[src/fixed_slot_allocator_macros.svh]
// Assertion macros for the fixed slot allocator.
// Used by modules that own the clk and arst_n ports; no other dependencies.
`ifndef FIXED_SLOT_ALLOCATOR_MACROS_SVH
`define FIXED_SLOT_ALLOCATOR_MACROS_SVH

// Same-cycle implication, disabled during reset.
`define FSA_ASSERT_NOW(lbl, ante, cons) \
	lbl: assert property (@(posedge clk) disable iff (!arst_n) (ante) |-> (cons)) \
		else $error("fixed_slot_allocator: assertion failed");

// Next-cycle implication, disabled during reset.
`define FSA_ASSERT_NXT(lbl, ante, cons) \
	lbl: assert property (@(posedge clk) disable iff (!arst_n) (ante) |=> (cons)) \
		else $error("fixed_slot_allocator: assertion failed");

`endif

[src/fsa_pkg.sv]
// Shared types and constants for the fixed slot allocator.
// No dependencies.
package fsa_pkg;

	localparam int MAX_SLOTS = 1024;
	localparam int HANDLE_W  = $clog2(MAX_SLOTS);
	localparam int COUNT_W   = HANDLE_W + 1;
	localparam int CFG_W     = 11;
	localparam int PROD_W    = 2 * CFG_W;

	localparam logic [COUNT_W-1:0] MAX_COUNT = COUNT_W'(MAX_SLOTS);

	typedef enum logic {
		FN_ALLOC = 1'b0,
		FN_FREE  = 1'b1
	} func_t;

	typedef enum logic [1:0] {
		ST_OK        = 2'd0,
		ST_NOMEM     = 2'd1,
		ST_BADHANDLE = 2'd2,
		ST_FULL      = 2'd3
	} status_t;

	typedef enum logic {
		CFG_SLOTS_PER_PAGE = 1'b0,
		CFG_PAGE_LIMIT     = 1'b1
	} cfg_idx_t;

	typedef struct packed {
		func_t               func;
		logic [HANDLE_W-1:0] handle_in;
	} req_t;

	typedef struct packed {
		status_t             status;
		logic [HANDLE_W-1:0] handle_out;
	} rsp_t;

	typedef struct packed {
		logic                we;
		logic                re;
		logic [HANDLE_W-1:0] waddr;
		logic [HANDLE_W-1:0] raddr;
		logic [HANDLE_W-1:0] wdata;
	} mem_req_t;

endpackage

[src/fsa_cfg.sv]
// Configuration registers and registered fresh-slot capacity.
// Depends on fsa_pkg.
module fsa_cfg
	import fsa_pkg::*;
(
	input  logic               clk,
	input  logic               arst_n,
	input  logic               cfg_valid,
	output logic               cfg_ready,
	input  cfg_idx_t           cfg_index,
	input  logic [CFG_W-1:0]   cfg_wdata,
	output logic [COUNT_W-1:0] capacity
);

	logic [CFG_W-1:0]   slots_per_page_q;
	logic [CFG_W-1:0]   page_limit_q;
	logic [COUNT_W-1:0] cap_q;
	logic [PROD_W-1:0]  prod;
	logic [COUNT_W-1:0] prod_sat;

	assign cfg_ready = 1'b1;

	always_comb begin
		if (cfg_index == CFG_SLOTS_PER_PAGE) begin
			prod = PROD_W'(cfg_wdata) * PROD_W'(page_limit_q);
		end else begin
			prod = PROD_W'(slots_per_page_q) * PROD_W'(cfg_wdata);
		end
		if (prod > PROD_W'(MAX_SLOTS)) begin
			prod_sat = MAX_COUNT;
		end else begin
			prod_sat = prod[COUNT_W-1:0];
		end
	end

	always_ff @(posedge clk or negedge arst_n) begin
		if (!arst_n) begin
			slots_per_page_q <= CFG_W'(64);
			page_limit_q     <= CFG_W'(16);
			cap_q            <= MAX_COUNT;
		end else if (cfg_valid && cfg_ready) begin
			cap_q <= prod_sat;
			case (cfg_index)
				CFG_SLOTS_PER_PAGE: slots_per_page_q <= cfg_wdata;
				CFG_PAGE_LIMIT:     page_limit_q     <= cfg_wdata;
				default:            page_limit_q     <= page_limit_q;
			endcase
		end
	end

	assign capacity = cap_q;

endmodule

[config.mk]
export PLATFORM = sky130hd
export DESIGN_NAME = fsa_cfg
export DESIGN_NICKNAME = d
export VERILOG_FILES = /design/src/fixed_slot_allocator_macros.svh /design/src/fsa_pkg.sv /design/src/fsa_cfg.sv
export SDC_FILE = /design/constraint.sdc
export NUM_CORES = 1
export LEC_CHECK = 0
export ABC_AREA = 1
export BUFFER_PORTS_ARGS = -buffer_cell sky130_fd_sc_hd__buf_2
export CELL_PAD_IN_SITES_DETAIL_PLACEMENT = 1
export CELL_PAD_IN_SITES_GLOBAL_PLACEMENT = 1
export CORE_ASPECT_RATIO = 0.6
export CORE_UTILIZATION = 33
export DETAILED_ROUTE_END_ITERATION = 6
export PLACE_DENSITY_LB_ADDON = 0.1
export SETUP_SLACK_MARGIN = 0.2
export SLEW_MARGIN = 5
export SYNTH_ARGS = -nofsm -noshare
export SYNTH_HDL_FRONTEND = slang
export SYNTH_SLANG_ARGS = --single-unit
[constraint.sdc]
create_clock -name clk -period 15.21 [get_ports clk]
set_clock_uncertainty 0.15 [all_clocks]
set_input_delay 2.2815 -clock clk [delete_from_list [all_inputs] [get_ports clk]]
set_output_delay 2.2815 -clock clk [all_outputs]
set_load 0.01 [all_outputs]
Yosys cells after proc, flatten, opt, wreduce, memory -nomap -nowiden
Cells that the tools add are included.

Flip-flop bits (word level): 33. Output and inout port bits: 12.

Multipliers: 2. Reduce and logical (&&, ||, !) cells: 2. $lt $le $gt $ge: 1. Multiplexer cells: 2. Bitwise operators: 1.

Operators by type and width (number): $mul A11 B11 Y22 (2); $gt A22 B11 Y1 const B (1); $mux W22 (1); $mux W11 (1); $reduce_and A2 Y1 (2); $not A1 Y1 (1).

Logic depth before layout (Yosys ltp)
Word-level depth: 4. Gate-level depth with buffers: 29.

Worst setup path after synthesis
No wires, ideal clock.

Kind: in2reg. Start: input port cfg_wdata[9]. End: register cap_q[3], in the netlist capacity[3]. Stages: 24. Slack: 8.154 ns. Arrival time: 6.840 ns. Required time: 14.994 ns. Cells stage by stage: clkbuf_1 > nand2_1 > fa_1 > inv_1 > fa_1 > fa_1 > fa_1 > inv_1 > fa_1 > inv_1 > ha_1 > nand2_1 > inv_1 > a21oi_1 > nor2_1 > nor2_1 > nand2_1 > nand2_1 > nand3_1 > nand2_1 > inv_1 > nor3_4 > nand3_1 > nand2_1.

Word-level cells in the longest chain between the ends: 4. Elaborated cells on any way between the ends: 5. Classes of those cells: mul (2); order compare (1); mux (2).

RTL lines: from (decl) (line fsa_cfg.sv:11) `input logic [CFG_W-1:0] cfg_wdata,`; $mul A11 B11 Y22 (on tied branches) (line fsa_cfg.sv:25, fsa_cfg.sv:27); $mux W22 * (line fsa_cfg.sv:24) `if (cfg_index == CFG_SLOTS_PER_PAGE) begin`; $gt A22 B11 Y1 * (line fsa_cfg.sv:29) `if (prod > PROD_W'(MAX_SLOTS)) begin`; $mux W11 * (line fsa_cfg.sv:29); to (signal assigned) (line fsa_cfg.sv:42) `cap_q <= prod_sat;`; to (decl) (line fsa_cfg.sv:17) `logic [COUNT_W-1:0] cap_q;`.

Every way passes the cells marked *; elsewhere a longest branch is shown, timed or not. A chain may end at the register's enable or synchronous reset.

Worst setup path in the final report
Start: input port cfg_wdata[2]. End: register cap_q[0], in the netlist capacity[0].

Same word-level chain as after synthesis.

==> summary.txt <==
STA
  – Actual slew at the worst max-slew pin: 0.8294 ns
  – FMAX: 127.1 MHz
  – Final setup violation count: 0
  – Rel. slew slack: 44.71%
  – RSZ-0062 raised after global routing: false
  – Hold WS: 0.3217 ns
  – Final cycle utilization of the critical path: 51.75%
  – Final worst setup slack: 7.339 ns
  – Min Tclk post-route: 7.871 ns
  – Final Hold Fails: 0
  – Slew Limit Fails: 0
  – Fin Setup TNS: 0 ns

Synth
  – Top cell type's share of synthesized area: 30.33%
  – Synth Net Count: 1861
  – Ys Warns: 0
  – Synth cell types: 28
  – Top cell type by total area after synthesis: fa_1
  – Syn_area_per_cell: 6.743 sq um
  – Mapped Area: 10560 sq um
  – FF+latch count, synth: 33
  – Syn Inst Count: 1566
  – Seq/Total Area, Yosys: 7.855%
  – Top post-synthesis cells by area: fa_1 30%, nand2_1 18%, inv_1 16%, ha_1 14%, dfrtp_1 7.1%

Critical path
  – Worst R2R End: capacity[0]
  – Reg2Reg Launch Point: page_limit_q[2]
  – Setup CP Type: input port to register
  – Setup slack, reg-to-reg: 9.14 ns
  – Required time worst endpoint: 15.29 ns
  – CP Launch Type: input port
  – Crit. End Element: register
  – WP data arrival: 7.95 ns
  – R2R depth: 23
  – Worst-path maximum fanout: 23

Pwr
  – Internal power: 0.9002 mW
  – VDD IR-drop max: 252.3 uV
  – Clock Power Share: 5.1%
  – PwrDens: 219.2 nW/um^2
  – P_leak: 7.220 nW
  – Sw frac: 63.19%
  – Power share of the sequential group: 5.5%
  – Logic pwr share: 89.4%
  – NetSw: 1.545 mW

Cells and area
  – Post-route non-filler standard cell count: 1960
  – Final core utilization: 35.60%
  – Fillers: 4045
  – Layout Area Growth over Synthesis: 5.663%
  – Most frequent cells in the layout: 507 x nand2_1, 441 x inv_1, 160 x fa_1, 120 x ha_1, 81 x nand3_1
  – Commonest non-fill, non-tap cell in the layout: nand2_1
  – Share of cells above drive strength 1: 2.720%
  – Fin nets: 1838
  – Antenna diodes: 0

Route
  – Detailed-route DRC error count: 0
  – Total wire length: 32950 microns
  – Vias per inst: 4.631
  – Avg WL per Cell: 16.81 microns
  – DR pass1 iterations: 5
  – Vias: 9076
  – ANT nets after route: 0
  – Iter 0 DRT Violations: 403

Floorplanning
  – Core Rows: 50
  – Area of the core: 31340 sq um
  – Die Span Y: 140.6 microns
  – I/O pins: 27
  – Starting Density: 33.69%
  – Die X: 232.9 microns
  – Die area: 32740 sq um

Placed design
  – Gpl congestion: 0.8429
  – Port Buffers: 25
  – Placed cell count: 1952
  – Worst slack, placed: 7.095 ns
  – HPWL Detailed: 27230 microns

Global routing
  – First-pass GRT wire length: 55190 microns
  – GR Util All Layers: 21.73%
  – Number of global-route vias before repair: 9916
  – Initial antenna violation count: 0
  – Gr ovfl total: 0
  – Largest net degree at the start of global routing: 34

Clock tree
  – PostCTS Resize Cnt: 0
  – Worst skew pair latency: 0.29 ns
  – Clk pin slew, worst setup/hold paths: 0.06 ns
  – Max clock buf depth: 2
  – Clock tree sinks: 33
  – CTS tree: yes
  – Total CTS buffers: 5
  – Root Buffer Master: clkbuf_16
  – H-Tree Depth: 2
  – Post-CTS setup buffers: 0
  – Hold_buf cts: 0

Min path
  – Hold Path Sink: capacity[10]
  – Hold Crit Depth: 2
  – HP Class: register to register
  – Hold_sp: capacity[10]

Run status
  – Status: finished, final reports clean

Flow run
  – MaxCap Viol Count: 0
## worst max path at each step
stage                             from     endpoint  cells after the start
after floorplan           cfg_wdata[9]  capacity[3]                     24
after global placement    cfg_wdata[2]  capacity[1]                     25
after detailed placement  cfg_wdata[2]  capacity[1]                     25
after CTS                 cfg_wdata[2]  capacity[6]                     25
after global routing      cfg_wdata[2]  capacity[5]                     24
final                     cfg_wdata[2]  capacity[0]                     24
## per-layer routing
metal  vias up  track usage [%]  part of all wire (%)
met5         -                0                     0
met4         0            2.236                  0.42
met3         8           0.6107                   1.6
met2        66            34.05                    43
met1      4520            34.05                    55
li1       4482                -                     -
## cells by family after synthesis
logic type / Yosys count / share of synthesized area (%)
AND/OR/NAND/NOR: 674 / 25.75
other: 1 / 0.03551
XOR/XNOR: 5 / 0.4148
adder cells (fa/ha/maj): 280 / 44.55
flip-flops: 33 / 7.855
buffers and inverters: 498 / 17.82
AO/OA/AOI/OAI: 75 / 3.578
## area by class of cell
class / count / area (sq um) / share of cell area, %
clock buffer: 5 / 125.1 / 1.121
clock inverter: 3 / 46.29 / 0.4149
inverter: 443 / 1663 / 14.90
multi-input combinational: 1035 / 7849 / 70.34
sequential: 33 / 829.5 / 7.434
tap: 416 / 520.5 / 4.665
timing repair buffer: 25 / 125.1 / 1.121
## flip-flops by register name, summed over array words and instances (netlist names)
signal            flops
slots_per_page_q     11
page_limit_q         11
capacity             11
## power by group through the flow
| stage | logic [mW] | registers [mW] | clock network (mW) |
|---|---|---|---|
| finish | 2.19 | 0.134 | 0.124 |
| CTS | 2.22 | 0.135 | 0.126 |
| global placement | 2.18 | 0.136 | 0 |
| floorplan | 1.57 | 0.103 | 0 |
| detailed placement | 2.20 | 0.136 | 0 |
| global route | 2.54 | 0.136 | 0.129 |
## through the flow
stage,power (mW),cell area [sq um]
after global placement,2.315,10990
after detailed placement,2.334,10990
after CTS,2.476,11160
after global routing,2.804,11160
after floorplan,1.673,10560
final,2.445,11160
## synthesized netlist by cell type (all sizes together)
cell type / instances
buf: 3
dfrtp: 30
dfstp: 3
nand3b: 6
inv: 443
nand3: 81
o21ai: 39
xor2: 3
nand2: 509
and3: 1
and2: 1
clkbuf: 52
xnor2: 2
a21boi: 1
a21oi: 35
ha: 120
fa: 160
nor2: 54
conb: 1
nand4: 11
nor3: 11
## worst max-delay path: stages
cell and delay, ns:
buf_2 0.52, nand2_1 0.17, fa_1 0.57, inv_1 0.06, fa_1 0.49, fa_1 0.50, fa_1 0.49, inv_1 0.05
fa_1 0.47, inv_1 0.05, ha_1 0.35, nand2_1 0.20, inv_1 0.06, a21oi_1 0.23, nand3_1 0.15, nand2_1 0.08
nand3_1 0.19, inv_1 0.12, nand3_1 0.14, nand2_1 0.10, nand2_1 0.06, nor2_2 0.38, nand3_1 0.15, nand2_1 0.09
No activity file was read; power rests on OpenSTA's default activity.
