$ cat src/fixed_slot_allocator_macros.svh
// Assertion macros for the fixed slot allocator.
// Used by modules that own the clk and arst_n ports; no other dependencies.
`ifndef FIXED_SLOT_ALLOCATOR_MACROS_SVH
`define FIXED_SLOT_ALLOCATOR_MACROS_SVH

// Same-cycle implication, disabled during reset.
`define FSA_ASSERT_NOW(lbl, ante, cons) \
	lbl: assert property (@(posedge clk) disable iff (!arst_n) (ante) |-> (cons)) \
		else $error("fixed_slot_allocator: assertion failed");

// Next-cycle implication, disabled during reset.
`define FSA_ASSERT_NXT(lbl, ante, cons) \
	lbl: assert property (@(posedge clk) disable iff (!arst_n) (ante) |=> (cons)) \
		else $error("fixed_slot_allocator: assertion failed");

`endif

$ cat src/fsa_pkg.sv
// Shared types and constants for the fixed slot allocator.
// No dependencies.
package fsa_pkg;

	localparam int MAX_SLOTS = 1024;
	localparam int HANDLE_W  = $clog2(MAX_SLOTS);
	localparam int COUNT_W   = HANDLE_W + 1;
	localparam int CFG_W     = 11;
	localparam int PROD_W    = 2 * CFG_W;

	localparam logic [COUNT_W-1:0] MAX_COUNT = COUNT_W'(MAX_SLOTS);

	typedef enum logic {
		FN_ALLOC = 1'b0,
		FN_FREE  = 1'b1
	} func_t;

	typedef enum logic [1:0] {
		ST_OK        = 2'd0,
		ST_NOMEM     = 2'd1,
		ST_BADHANDLE = 2'd2,
		ST_FULL      = 2'd3
	} status_t;

	typedef enum logic {
		CFG_SLOTS_PER_PAGE = 1'b0,
		CFG_PAGE_LIMIT     = 1'b1
	} cfg_idx_t;

	typedef struct packed {
		func_t               func;
		logic [HANDLE_W-1:0] handle_in;
	} req_t;

	typedef struct packed {
		status_t             status;
		logic [HANDLE_W-1:0] handle_out;
	} rsp_t;

	typedef struct packed {
		logic                we;
		logic                re;
		logic [HANDLE_W-1:0] waddr;
		logic [HANDLE_W-1:0] raddr;
		logic [HANDLE_W-1:0] wdata;
	} mem_req_t;

endpackage

$ cat src/fsa_ctrl.sv
// Allocate/free decision, stack pointer and issue counter, result pipeline.
// Depends on fsa_pkg and fixed_slot_allocator_macros.svh.
`include "fixed_slot_allocator_macros.svh"
module fsa_ctrl
	import fsa_pkg::*;
(
	input  logic                clk,
	input  logic                arst_n,
	input  logic                req_valid,
	output logic                req_stall,
	input  req_t                req_data,
	output logic                rsp_valid,
	input  logic                rsp_stall,
	output rsp_t                rsp_data,
	input  logic [COUNT_W-1:0]  capacity,
	output mem_req_t            mem_req,
	input  logic [HANDLE_W-1:0] rd_data
);

	logic [COUNT_W-1:0]  depth_q;
	logic [COUNT_W-1:0]  issued_q;
	logic                valid_s1;
	logic                pop_s1;
	status_t             status_s1;
	logic [HANDLE_W-1:0] handle_s1;
	logic                rsp_valid_q;
	rsp_t                rsp_q;

	logic                accept;
	logic                s1_move;
	logic                is_alloc;
	logic                pop;
	logic                fresh;
	logic                push;
	status_t             status_d;
	logic [COUNT_W-1:0]  depth_m1;

	assign s1_move   = valid_s1 && (!rsp_valid_q || !rsp_stall);
	assign req_stall = valid_s1 && !s1_move;
	assign accept    = req_valid && !req_stall;
	assign depth_m1  = depth_q - COUNT_W'(1);

	always_comb begin
		is_alloc = (req_data.func == FN_ALLOC);
		pop      = 1'b0;
		fresh    = 1'b0;
		push     = 1'b0;
		status_d = ST_OK;
		if (is_alloc) begin
			if (depth_q != '0) begin
				pop = 1'b1;
			end else if (issued_q < capacity) begin
				fresh = 1'b1;
			end else begin
				status_d = ST_NOMEM;
			end
		end else begin
			if (COUNT_W'(req_data.handle_in) >= issued_q) begin
				status_d = ST_BADHANDLE;
			end else if (depth_q == MAX_COUNT) begin
				status_d = ST_FULL;
			end else begin
				push = 1'b1;
			end
		end
	end

	always_comb begin
		mem_req.we    = accept && push;
		mem_req.re    = accept && pop;
		mem_req.waddr = depth_q[HANDLE_W-1:0];
		mem_req.raddr = depth_m1[HANDLE_W-1:0];
		mem_req.wdata = req_data.handle_in;
	end

	always_ff @(posedge clk or negedge arst_n) begin
		if (!arst_n) begin
			depth_q     <= '0;
			issued_q    <= '0;
			valid_s1    <= 1'b0;
			rsp_valid_q <= 1'b0;
		end else begin
			if (accept && pop) begin
				depth_q <= depth_m1;
			end else if (accept && push) begin
				depth_q <= depth_q + COUNT_W'(1);
			end
			if (accept && fresh) begin
				issued_q <= issued_q + COUNT_W'(1);
			end
			if (accept) begin
				valid_s1 <= 1'b1;
			end else if (s1_move) begin
				valid_s1 <= 1'b0;
			end
			if (s1_move) begin
				rsp_valid_q <= 1'b1;
			end else if (!rsp_stall) begin
				rsp_valid_q <= 1'b0;
			end
		end
	end

	always_ff @(posedge clk) begin
		if (accept) begin
			pop_s1    <= pop;
			status_s1 <= status_d;
			handle_s1 <= fresh ? issued_q[HANDLE_W-1:0] : '0;
		end
		if (s1_move) begin
			rsp_q.status     <= status_s1;
			rsp_q.handle_out <= pop_s1 ? rd_data : handle_s1;
		end
	end

	assign rsp_valid = rsp_valid_q;
	assign rsp_data  = rsp_q;

	`FSA_ASSERT_NOW(a_depth_bound, 1'b1, depth_q <= MAX_COUNT && issued_q <= MAX_COUNT)
	`FSA_ASSERT_NXT(a_pop_dec, accept && pop, depth_q == $past(depth_m1))
	`FSA_ASSERT_NOW(a_fail_zero, rsp_valid_q && rsp_q.status != ST_OK, rsp_q.handle_out == '0)
	`FSA_ASSERT_NOW(a_stall_busy, req_stall, valid_s1 && rsp_valid_q)

endmodule

$ cat config.mk
export PLATFORM = sky130hd
export DESIGN_NAME = fsa_ctrl
export DESIGN_NICKNAME = d
export VERILOG_FILES = /design/src/fsa_pkg.sv /design/src/fsa_ctrl.sv
export VERILOG_INCLUDE_DIRS = /design/src /design/src/src
export SDC_FILE = /design/constraint.sdc
export NUM_CORES = 1
export LEC_CHECK = 0
export BUFFER_PORTS_ARGS = -buffer_cell sky130_fd_sc_hd__buf_2
export CAP_MARGIN = 10
export CORE_UTILIZATION = 48
export CTS_CLUSTER_SIZE = 24
export DETAILED_ROUTE_END_ITERATION = 16
export GPL_TIMING_DRIVEN = 0
export PLACE_DENSITY = 0.77
export SYNTH_ARGS = -nofsm -noshare
export SYNTH_HDL_FRONTEND = slang
export SYNTH_SLANG_ARGS = --single-unit
$ cat constraint.sdc
create_clock -name clk -period 2.1 [get_ports clk]
set_clock_uncertainty 0.05 [all_clocks]
set_input_delay 0.105 -clock clk [delete_from_list [all_inputs] [get_ports clk]]
set_output_delay 0.105 -clock clk [all_outputs]
set_load 0.01 [all_outputs]
* Yosys cells after proc, flatten, opt, wreduce, memory -nomap -nowiden *
Cells that the tools add are included.

storage, ports and cells
  register bits = 49
  latch bits = 0
  bits in writable memories = 0
  memory bits (read-only) = 0
  input port bits = 36
  output and inout bits = 46
  memories kept = 0

cells by class
  add/subtract/negate cells = 3
  $mul = 0
  divide/modulo/power cells = 0
  magnitude comparators = 2
  equal/unequal tests = 2
  shifts and indexed selects = 0
  multiplexer cells = 20
  bitwise operators = 0
  reductions and logical operators = 14

operator list
  operator               number
  $add 11x1->11 const B  2
  $mux 11                2
  $mux 1                 14
  $eq 11x11->1 const B   1
  $ge 10x11->1           1
  $lt 11x11->1           1
  $reduce_bool 11->1     1
  $sub 11x1->11 const B  1
  $mux 10                1
  $logic_and 1x1->1      6
  $mux 2                 3
  $logic_not 1->1        4
  $reduce_bool 2->1      2
  $ne 2x1->1 const B     1
  $logic_or 1x1->1       1

* Depth between registers and ports, before layout *
Gate-level depths: netlist (run 1).

  depth after elaboration = 10
  gate-level depth with buffers = 9
  gate-level depth less buffers = 8

* Least setup slack after synthesis (run 1) *
Ideal clock, no wire load.

  kind = register -> register
  start point = reg depth_q[7]
  end point = reg issued_q[4]
  arrival = 2.106 ns
  data required time = 1.985 ns
  slack = -0.122 ns
  cell stages (with the launch flop) = 7
  path buffers = 1
  clock period less this slack = 2.222 ns
  cells stage by stage = dfrtp_1 > buf_6 > or4_4 > nor4b_4 > o2111ai_2 > or3_1 > nand2_1

between the ends
  word-level cells in the longest chain between the ends = 4

ends and longest elaborated chain
  item                      line            source
  start: declaration        fsa_ctrl.sv:20  logic [COUNT_W-1:0] depth_q;
  start signal: assignment  fsa_ctrl.sv:84  depth_q <= depth_m1;
  start signal: assignment  fsa_ctrl.sv:86  depth_q <= depth_q + COUNT_W'(1);
  $reduce_bool 11->1        fsa_ctrl.sv:50  if (depth_q != '0) begin
  $mux 1                    fsa_ctrl.sv:50
  $mux 1                    fsa_ctrl.sv:49  if (is_alloc) begin
  $logic_and 1x1->1         fsa_ctrl.sv:88  if (accept && fresh) begin
  end signal: assignment    fsa_ctrl.sv:89  issued_q <= issued_q + COUNT_W'(1);
  end: declaration          fsa_ctrl.sv:21  logic [COUNT_W-1:0] issued_q;

Every way passes these cells.
A chain may end at the register's enable or synchronous reset.

* Worst setup path after layout (run 1) *
  start point = reg issued_q[8]
  end point = reg issued_q[6]

between the ends
  word-level cells in the longest chain between the ends = 5

ends and longest elaborated chain
  item               line            source
  $lt 11x11->1       fsa_ctrl.sv:52  end else if (issued_q < capacity) begin
  $mux 1             fsa_ctrl.sv:52
  $mux 1             fsa_ctrl.sv:50
  $mux 1             fsa_ctrl.sv:49
  $logic_and 1x1->1  fsa_ctrl.sv:88

Every way passes these cells.

==> results_dict.tcl, run 1 <==
set metrics [dict create \
    synthTopCellsByArea "edfxtp_1, dfrtp_1, ha_1" \
    route.vias.total 2634 \
    fmax_mhz 435.1 \
    syn_inst 290 \
    syn-cell-area_um2 3067 \
    antenna_found_initial 0 \
    p_leak_nw 2.018 \
    synth_common_cells "inv_1, edfxtp_1, dfrtp_1, ha_1, xnor2_1" \
    worst_pin_slew_ps 611.1 \
    status "finished, violations left" \
    crit_arrival_ps 2450 \
    power_frac_seq_pct 38.2 \
    wl_per_cell_um 16.38 \
    final-instance-count-excl-fill 491 \
    start_util_pct 50.89 \
    hpwlAfterDp_mm 4.715 \
    maxSlewHeadroom_pct 58.95 \
    async_flop_share_pct 48.98 \
    path_max_fanout 4 \
    start_kind "flip-flop" \
    pwr_density_cell_nw_per_um2 828.4 \
    synth_top_family_by_area "simple AND/OR/NAND/NOR gates" \
    num_io_pins 82 \
    synthAdderAreaFrac_pct 9.792 \
    drc 0 \
    yosysSeqAreaShare_pct 44.06 \
    synth_xor_area_share_pct 7.711 \
    setup_viol 35 \
    clock_path_buffers 2 \
    internal_power_mw 2.262 \
    drt_wl_total_mm 8.042 \
    synth_top_area_share_pct 24.48 \
    layout_setup_ws_ps -198.2 \
    fillers 399 \
    synth_edf_count 25 \
    yosysMostFrequentCell "inv_1" \
    p_sw_share_pct 37.91 \
    cts.htree.levels 2 \
    dieArea_um2 6713 \
    die_w_um 81.93 \
    grt_max_degree 25 \
    drtPass1Iterations 4 \
    die_h_um 81.93 \
    layout.nets 475 \
    yosys.area_share.simple_pct 15.75 \
    synth_seq_cells 49 \
    synthMuxAreaShare_pct 4.039 \
    hold_viol_final 0 \
    fin_total_pwr_mw 3.642 \
    clkSinkCount 49 \
    drtAntennaViolNets 0 \
    max_stage_delay_ps 460 \
    crit_path_frequent_cell "a21o_1" \
    ys_types 45 \
    grt_use_total_pct 22.99 \
    worstSetupPathType "flip-flop to flip-flop" \
    rsz0062_at_grt "true" \
    grt_pass1_wl_mm 11.46 \
    crit_required_ps 2250 \
    violations "negative setup slack" \
    switchingPower_mw 1.381 \
    crit_path_end_kind "flip-flop" \
    crit_slowest_cell "dfrtp_2" \
    fin_crit_ps 2298 \
    placed_cells 447 \
    via_per_inst 5.365 \
    holdWs_ps 40.55 \
    layout-drive-gt1-share_pct 57.21 \
    clk_pin_slew_ps 100 \
    clkPwrFrac_pct 16.3 \
    final_util_pct 72.97 \
    max_cap_violations 0 \
    finalCritPeriodShare_pct 109.4 \
    cp_cell_sequence "ha_1, a21o_1, a21o_1, a211oi_1, o211a_4, buf_6, nand3_2, xnor2_2" \
    synth_top_area_cell "edfxtp_1" \
    synth_nets 350 \
    rows 28 \
    drtIter0Drc 204 \
    area_growth_pct 43.37 \
    grt_pass1_vias 2442 \
    ir_drop_uv 494.7 \
    worst_skew_pair.late_latency_ps 310 \
    path_buf_inv 1 \
    coreArea_um2 6026 \
    synth-compound-area-share_pct 8.813 \
    antenna_cells 0 \
    grt_remaining_overflow 0 \
    synthFlopType "edfxtp_1" \
    place.gp.congestion 0.8854 \
    cts_tree "done" \
    cp_top_family "compound AO/OA/AOI/OAI gates" \
    comb_power_share_pct 45.5 \
    cts_root_buf "clkbuf_8" \
    report.final.slew_viol_count 0 \
    ys_warn_count 0 \
    avgSynthCellArea_um2 10.57 \
    min_path_type "primary input to flip-flop" \
    cts_buffers 5 \
    port_buffers 81 \
]
[final cells by class]
class	instances	area [um2]	share of cell area (%)
Multi-Input combinational cell	185	1789	40.69
Sequential cell	49	1365	31.05
Timing Repair Buffer	123	755.7	17.19
Buffer	24	191.4	4.354
Inverter	27	106.4	2.419
Tap cell	75	93.84	2.134
Clock buffer	5	68.82	1.565
Clock inverter	3	26.28	0.5976
[metrics by stage]
| step | setup slack [ps] | cell area (um2) | TNS, ps |
|---|---|---|---|
| 6_report | -198.2 | 4397 | -3006 |
| 5_1_grt | -292.7 | 4397 | -6101 |
| 4_1_cts | -105.0 | 4075 | -796.9 |
| 3_5_place_dp | -339.6 | 3597 | -6755 |
| 3_3_place_gp | -283.7 | 3590 | -4973 |
| 2_1_floorplan | -121.5 | 3090 | -549.0 |
[state kept, by name, indices dropped and copies added, names as in the netlist]
register	cells
depth_q	11
handle_s1	10
issued_q	11
pop_s1	1
rsp_data	12
rsp_valid	1
status_s1	2
valid_s1	1
[cells by family after synthesis]
group	count (synthesis)
adders and majority gates	24
and+or+nand+nor	84
muxes	11
AOI/OAI and AO/OA	38
xor gates and xnor gates	27
buffers and inverters	57
DFF	49
[cells in the final DEF (no fill, tap or decap), types with 6 or more instances in the layout]
cell type  instances
inv_1             18
ha_1              16
edfxtp_1          25
and3_1             6
dfrtp_1           13
mux2_2            11
inv_2              8
xnor2_1           20
nand2_1           11
buf_4             56
buf_6              6
ha_4               7
dfrtp_2           11
nand3_1            6
and2_1            11
buf_2             79
nor2_1            13
[power by group through the flow]
stage	clock [mW]	combinational (mW)	sequential (mW)
global route	0.632	1.79	1.41
detailed placement	0	1.36	1.33
finish	0.595	1.66	1.39
CTS	0.589	1.46	1.37
global placement	0	1.33	1.32
floorplan	0	0.933	1.31
[path summary, 6_finish.rpt]
path | depth (start not counted) | startpoint | slack, ps | to
max | 8 | issued_q[8]$_DFFE_PN0P_ | -200 | issued_q[6]$_DFFE_PN0P_
min | 2 | rd_data[8] | 40 | rsp_data[8]$_DFFE_PP_
max reg2reg | 8 | issued_q[8]$_DFFE_PN0P_ | -200 | issued_q[6]$_DFFE_PN0P_
min reg2reg | 0 | status_s1[0]$_DFFE_PP_ | 380 | rsp_data[10]$_DFFE_PP_
max in group asynchronous | 2 | arst_n | 1340 | depth_q[3]$_DFFE_PN0P_
min in group asynchronous | 2 | arst_n | 260 | issued_q[2]$_DFFE_PN0P_
[routing by layer]
| layer | GRT usage [%] | part of all wire [%] | vias up |
|---|---|---|---|
| met2 | 39.17 | 50 | 121 |
| met1 | 28.65 | 41 | 1246 |
| li1 | - | - | 1251 |
| met4 | 8.421 | 2.1 | 0 |
| met3 | 4.556 | 6.7 | 16 |
| met5 | 0 | 0 | - |
[repair_timing]
action	CTS	global route
cloned	1	1
endpoints found under the setup margin	38	38
gates resized for setup	50	45
pin swaps	25	23
setup buffers	24	13
hold buffers	3	0
hold endpoints to repair	26	0
(Power assumes the default switching activity.)
==> inputs of run 2 (changes only) <==
--- a/config.mk
+++ b/config.mk
@@ -8,11 +8,13 @@
 export LEC_CHECK = 0
 export BUFFER_PORTS_ARGS = -buffer_cell sky130_fd_sc_hd__buf_2
 export CAP_MARGIN = 10
-export CORE_UTILIZATION = 48
+export CELL_PAD_IN_SITES_DETAIL_PLACEMENT = 0
+export CELL_PAD_IN_SITES_GLOBAL_PLACEMENT = 1
+export CORE_UTILIZATION = 37
 export CTS_CLUSTER_SIZE = 24
 export DETAILED_ROUTE_END_ITERATION = 16
 export GPL_TIMING_DRIVEN = 0
-export PLACE_DENSITY = 0.77
+export PLACE_DENSITY_LB_ADDON = 0.1
 export SYNTH_ARGS = -nofsm -noshare
 export SYNTH_HDL_FRONTEND = slang
 export SYNTH_SLANG_ARGS = --single-unit
==> run 2 against run 1 <==
- the flow still finishes with violations (negative setup slack)
- flip-flop and latch count stayed put
- power about the same
- final cell count rose by 5.3%
- critical endpoint is now issued_q[4]$_DFFE_PN0P_
- sequential power barely moved
==> results_dict.tcl, run 2 (synthesis results as in run 1) <==
set metrics [dict create \
    grt_remaining_overflow 0 \
    crit_slowest_cell "or4_4" \
    start_kind "flip-flop" \
    setup_viol 23 \
    die_h_um 93.04 \
    rr_startpoint "depth_q[5]$_DFFE_PN0P_" \
    reg2reg_slack_ps -100 \
    hold-path-cell-count 2 \
    crit_path_start "depth_q[5]$_DFFE_PN0P_" \
    fin_tns_setup_ps -583.7 \
    place.gp.congestion 0.7181 \
    drtIter0Drc 84 \
    drtPass1Iterations 4 \
    max_stage_delay_ps 570 \
    min_path_type "primary input to flip-flop" \
    rows 32 \
    r2r-end "issued_q[4]$_DFFE_PN0P_" \
    start_util_pct 38.88 \
    drt_wl_total_mm 6.896 \
    hold_viol_final 0 \
    cts_tree "done" \
    cts_root_buf "clkbuf_8" \
    layout-drive-gt1-share_pct 57.35 \
    route.vias.total 2459 \
    fmax_mhz 454.0 \
    cp_cell_sequence "or4_4, nor4b_4, buf_4, o2111ai_4, or3_1, nand2_1" \
    clkSinkCount 49 \
    status "finished, violations left" \
    grt_use_total_pct 16.65 \
    dieArea_um2 8656 \
    area_growth_pct 42.39 \
    finalCritPeriodShare_pct 104.9 \
    report.final.slew_viol_count 0 \
    ir_drop_uv 762.0 \
    path_buf_inv 1 \
    grt_pass1_wl_mm 11.12 \
    worst_skew_pair.late_latency_ps 300 \
    coreArea_um2 7888 \
    via_per_inst 4.756 \
    final-instance-count-excl-fill 517 \
    maxSlewHeadroom_pct 58.18 \
    hpwlAfterDp_mm 4.831 \
    num_io_pins 82 \
    grt_max_degree 25 \
    wl_per_cell_um 13.34 \
    cts.htree.levels 2 \
    layout_commonest_cell "buf_2" \
    largest_reg_flops 12 \
    crit_arrival_ps 2400 \
    fin_crit_ps 2203 \
    antenna_cells 0 \
    crit_path_end_kind "flip-flop" \
    placed_cells 474 \
    cts_buffers 5 \
    min_from "rd_data[2]" \
    layout.nets 474 \
    drtAntennaViolNets 0 \
    place_ws_ps -369.9 \
    layout_setup_ws_ps -102.7 \
    p_leak_nw 2.019 \
    port_buffers 81 \
    layout_common_cells "buf_2, buf_4, edfxtp_1" \
    worst_pin_slew_ps 627.3 \
    reg2regPathDepth 6 \
    pwr_density_cell_nw_per_um2 835.0 \
    max_cap_violations 0 \
    die_w_um 93.04 \
    grt_pass1_vias 2290 \
    final_util_pct 55.36 \
    cp_top_family "simple AND/OR/NAND/NOR gates" \
    hold_end "rsp_data[2]$_DFFE_PP_" \
    violations "negative setup slack" \
    drc 0 \
    crit_required_ps 2290 \
    antenna_found_initial 0 \
    path_max_fanout 7 \
    clock_path_buffers 2 \
    clk_pin_slew_ps 90 \
    rsz0062_at_grt "true" \
    worstSetupPathType "flip-flop to flip-flop" \
]
[run 2: cell types whose count changed in the layout (fill, tap and decap cells not counted), moves of 2 or more]
cell,before,now
a31oi_1,3,1
ha_1,16,20
and2_1,11,3
a31oi_2,0,3
ha_4,7,3
nor2_1,13,10
and2_4,2,11
nor2_2,1,4
[run 2: how the worst max path moves through the flow]
stage                         endpoint  slack (ps)  cells after the start
6_report       issued_q[4]$_DFFE_PN0P_        -100                      6
5_1_grt        issued_q[4]$_DFFE_PN0P_        -190                      6
4_1_cts        issued_q[4]$_DFFE_PN0P_        -110                      7
3_5_place_dp   issued_q[4]$_DFFE_PN0P_        -370                      6
3_3_place_gp   issued_q[4]$_DFFE_PN0P_        -330                      6
2_1_floorplan  issued_q[4]$_DFFE_PN0P_        -120                      6
[run 2: cell type report]
type                            count  area [um2]
Buffer                             24       185.2
Clock buffer                        5       68.82
Clock inverter                      3       41.29
Fill cell                         728        3521
Inverter                           27       106.4
Multi-Input combinational cell    184        1714
Sequential cell                    49        1364
Tap cell                          102       127.6
Timing Repair Buffer              123       759.5
[run 2: timing repair]
item                       in CTS  in global routing
setup buffers                  22                 16
gates resized for setup        40                 53
setup endpoints to repair      38                 37
hold endpoints to repair       26                  0
pin swaps                       8                 36
hold buffers                    3                  0
gates cloned                    1                  0
[run 2: through the flow]
step / area, um2 / hold WS [ps] / total power, mW
after detailed placement: 3631 / 118.5 / 2.691
after global placement: 3623 / 123.2 / 2.682
after CTS: 4065 / 41.86 / 3.562
final: 4367 / 53.81 / 3.646
after global routing: 4367 / 36.92 / 3.888
after floorplan: 3090 / -240.6 / 2.238
[run 2: power by group]
group | total [mW] | switching (mW) | internal (mW)
Sequential | 1.36 | 0.175 | 1.18
Combinational | 1.62 | 0.782 | 0.841
Clock | 0.667 | 0.317 | 0.351
Total | 3.65 | 1.27 | 2.37
[run 2: routing by layer]
layer	track usage, %	routed length, um
met3	3.008	319
met2	24.75	3029
met1	24.40	3455
met4	5.385	91
met5	0	0
[run 2: worst register-to-register path, delay by kind of cell (launching register included)]
kind            cells  cell delay, ps
compound gates      1             180
flops               1             430
buf+inv             1             180
simple gates        4            1310
==> inputs of run 3 (changes only) <==
--- a/config.mk
+++ b/config.mk
@@ -6,11 +6,12 @@
 export SDC_FILE = /design/constraint.sdc
 export NUM_CORES = 1
 export LEC_CHECK = 0
+export ABC_AREA = 1
 export BUFFER_PORTS_ARGS = -buffer_cell sky130_fd_sc_hd__buf_2
 export CAP_MARGIN = 10
 export CELL_PAD_IN_SITES_DETAIL_PLACEMENT = 0
 export CELL_PAD_IN_SITES_GLOBAL_PLACEMENT = 1
-export CORE_UTILIZATION = 37
+export CORE_UTILIZATION = 36
 export CTS_CLUSTER_SIZE = 24
 export DETAILED_ROUTE_END_ITERATION = 16
 export GPL_TIMING_DRIVEN = 0
==> run 3 against run 2 <==
- the flow now finishes without violations
- critical path depth is 5 higher
- sequential power hardly changed
- synthesized cell count is 60% higher
- routed wire length is 25% higher
- global-route usage is 0.44 points higher
==> results_dict.tcl, run 3 <==
set metrics [dict create \
    drtPass1Iterations 4 \
    grt_remaining_overflow 0 \
    synth_top_area_cell "edfxtp_1" \
    clock_path_buffers 2 \
    antenna_found_initial 0 \
    grt_use_met1_pct 25.79 \
    layout_setup_ws_ps 30.67 \
    yosysMostFrequentCell "nand2_1" \
    hold_viol_final 0 \
    crit_slowest_cell "dfrtp_1" \
    crit_required_ps 1950 \
    async_flop_share_pct 48.98 \
    cts_tree "done" \
    die_h_um 102.3 \
    synth_common_cells "nand2_1, inv_1, nand3_1" \
    syn_inst 465 \
    layout_common_cells "nand2_1, buf_2, buf_4" \
    min_path_type "primary input to flip-flop" \
    synthTopCellsByArea "edfxtp_1, dfrtp_1, nand2_1" \
    start_util_pct 37.02 \
    clk_pin_slew_ps 100 \
    max_stage_delay_ps 420 \
    place_ws_ps -117.2 \
    largest_reg_flops 12 \
    hpwlAfterDp_mm 6.352 \
    place.gp.congestion 0.8149 \
    grt_pass1_vias 2840 \
    synth_seq_cells 49 \
    met3_usage_pct 2.941 \
    grt_pass1_wl_mm 13.70 \
    drtIter0Drc 150 \
    fin_total_pwr_mw 4.120 \
    holdWs_ps 15.73 \
    fmax_mhz 483.2 \
    drtAntennaViolNets 0 \
    clkSinkCount 49 \
    status "completed" \
    ys_types 32 \
    area_growth_pct 31.36 \
    grt_use_total_pct 17.09 \
    crit_arrival_ps 1910 \
    report.final.slew_viol_count 0 \
    grt_max_degree 25 \
    cts.htree.levels 2 \
    antenna_cells 0 \
    crit_path_end_kind "output port" \
    synth_nets 525 \
    coreArea_um2 9774 \
    rows 36 \
    ir_drop_uv 524.8 \
    layout_commonest_cell "nand2_1" \
    grt_most_used_layer "met1" \
    layout-drive-gt1-share_pct 39.52 \
    port_buffers 81 \
    wl_per_cell_um 12.07 \
    worst_skew_pair.late_latency_ps 310 \
    path_max_fanout 6 \
    synth_top_area_share_pct 20.75 \
    fin_crit_ps 2069 \
    route.vias.total 3189 \
    cts_buffers 5 \
    via_per_inst 4.460 \
    synthFlopType "edfxtp_1" \
    die_w_um 102.3 \
    start_kind "flip-flop" \
    drc 0 \
    max_cap_violations 0 \
    cts_root_buf "clkbuf_8" \
    yosysSeqAreaShare_pct 37.34 \
    dieArea_um2 10460 \
    fillers 996 \
    layout.nets 641 \
    ys_warn_count 0 \
    num_io_pins 82 \
    cp_cell_sequence "inv_2, ha_4, nand2_1, nand2_1, a21boi_2, nand2_2, nor2_4, nand3_4, buf_8, inv_2, buf_6" \
    avgSynthCellArea_um2 7.782 \
    setup_viol 0 \
    syn-cell-area_um2 3618 \
    synth_edf_count 25 \
    worstSetupPathType "flip-flop to output port" \
    pwr_density_cell_nw_per_um2 866.9 \
    p_leak_nw 2.465 \
    worst_pin_slew_ps 885.8 \
    fin_tns_setup_ps 0 \
    rsz0062_at_grt "true" \
    finalCritPeriodShare_pct 98.54 \
    grt_use_met2_pct 25.61 \
    drt_wl_total_mm 8.627 \
    maxSlewHeadroom_pct 40.73 \
]
==> run 3: changes by cell type after synthesis, moves of 6 or more <==
cell,before,now
and2_1,13,1
nand2_1,13,152
xor2_1,5,13
and3_1,8,0
nand3_1,9,33
nand4_1,1,14
inv_1,26,58
clkbuf_1,7,1
xnor2_1,22,1
nor2_4,0,7
nor2_1,16,31
==> run 3: area by class of cell <==
type,instances,area [um2],area share (%)
Buffer,31,244.0,5.133
Clock buffer,5,68.82,1.448
Clock inverter,3,28.78,0.6054
Inverter,63,249.0,5.238
Multi-Input combinational cell,323,2016,42.41
Sequential cell,49,1361,28.64
Tap cell,133,166.4,3.501
Timing Repair Buffer,108,619.3,13.03
==> run 3: timing repair <==
| item | CTS | global route |
|---|---|---|
| buffers inserted | 15 | 10 |
| endpoints found under the hold margin | 25 | 0 |
| setup endpoints to repair | 35 | 35 |
| hold buffers | 2 | 0 |
| gates resized for setup | 28 | 44 |
| cloned | 0 | 1 |
| pin swaps | 2 | 18 |
==> run 3: report_power, final <==
part           switching [mW]  internal (mW)
clock                   0.353          0.250
sequential              0.143           1.18
combinational            1.27          0.924
==> run 3: worst paths after layout <==
kind | to | slack (ps) | from | depth (start not counted)
worst max-delay path | mem_req[31] | 30 | issued_q[8]$_DFFE_PN0P_ | 11
worst min-delay path | status_s1[1]$_SDFFCE_PN0P_ | 20 | req_data[10] | 3
worst max register to register | issued_q[4]$_DFFE_PN0P_ | 140 | issued_q[5]$_DFFE_PN0P_ | 11
worst min register to register | rsp_data[10]$_DFFE_PP_ | 380 | status_s1[0]$_DFFE_PP_ | 0
max in group asynchronous | depth_q[0]$_DFFE_PN0P_ | 1300 | arst_n | 2
min in group asynchronous | issued_q[5]$_DFFE_PN0P_ | 270 | arst_n | 2
==> run 3: cell families (layout without fill, tap and decap cells) <==
| kind of cell | Yosys count | count (layout) | share of synthesized area (%) |
|---|---|---|---|
| xor gates and xnor gates | 14 | 14 | 3.389 |
| adders and majority gates | 24 | 24 | 8.299 |
| and+or+nand+nor | 262 | 263 | 33.13 |
| muxes | 10 | 10 | 3.112 |
| DFF | 49 | 49 | 37.34 |
| buffers and inverters | 94 | 210 | 12.93 |
| AOI/OAI and AO/OA | 12 | 12 | 1.798 |
==> run 3: worst max-delay path, delay by kind of cell (launching register included) <==
kind                     cells  cell delay [ps]
AND/OR/NAND/NOR              5              440
flip-flops                   1              420
buffers and inverters        4              390
adder cells (fa/ha/maj)      1              210
AO/OA/AOI/OAI                1              150
==> run 3: stage by stage <==
step / utilization [%] / std cells / instance area [um2]
after floorplan: - / 465 / 3618
after global placement: 42.87 / 679 / 4190
after detailed placement: 42.87 / 679 / 4190
after CTS: 46.33 / 704 / 4528
after global routing: 48.63 / 715 / 4753
final: 48.63 / 715 / 4753
==> run 3: layer usage <==
metal	vias to the layer above	part of all wire [%]
met5	-	0
met4	0	0.68
met3	4	3.9
met2	80	42
met1	1402	54
li1	1703	-
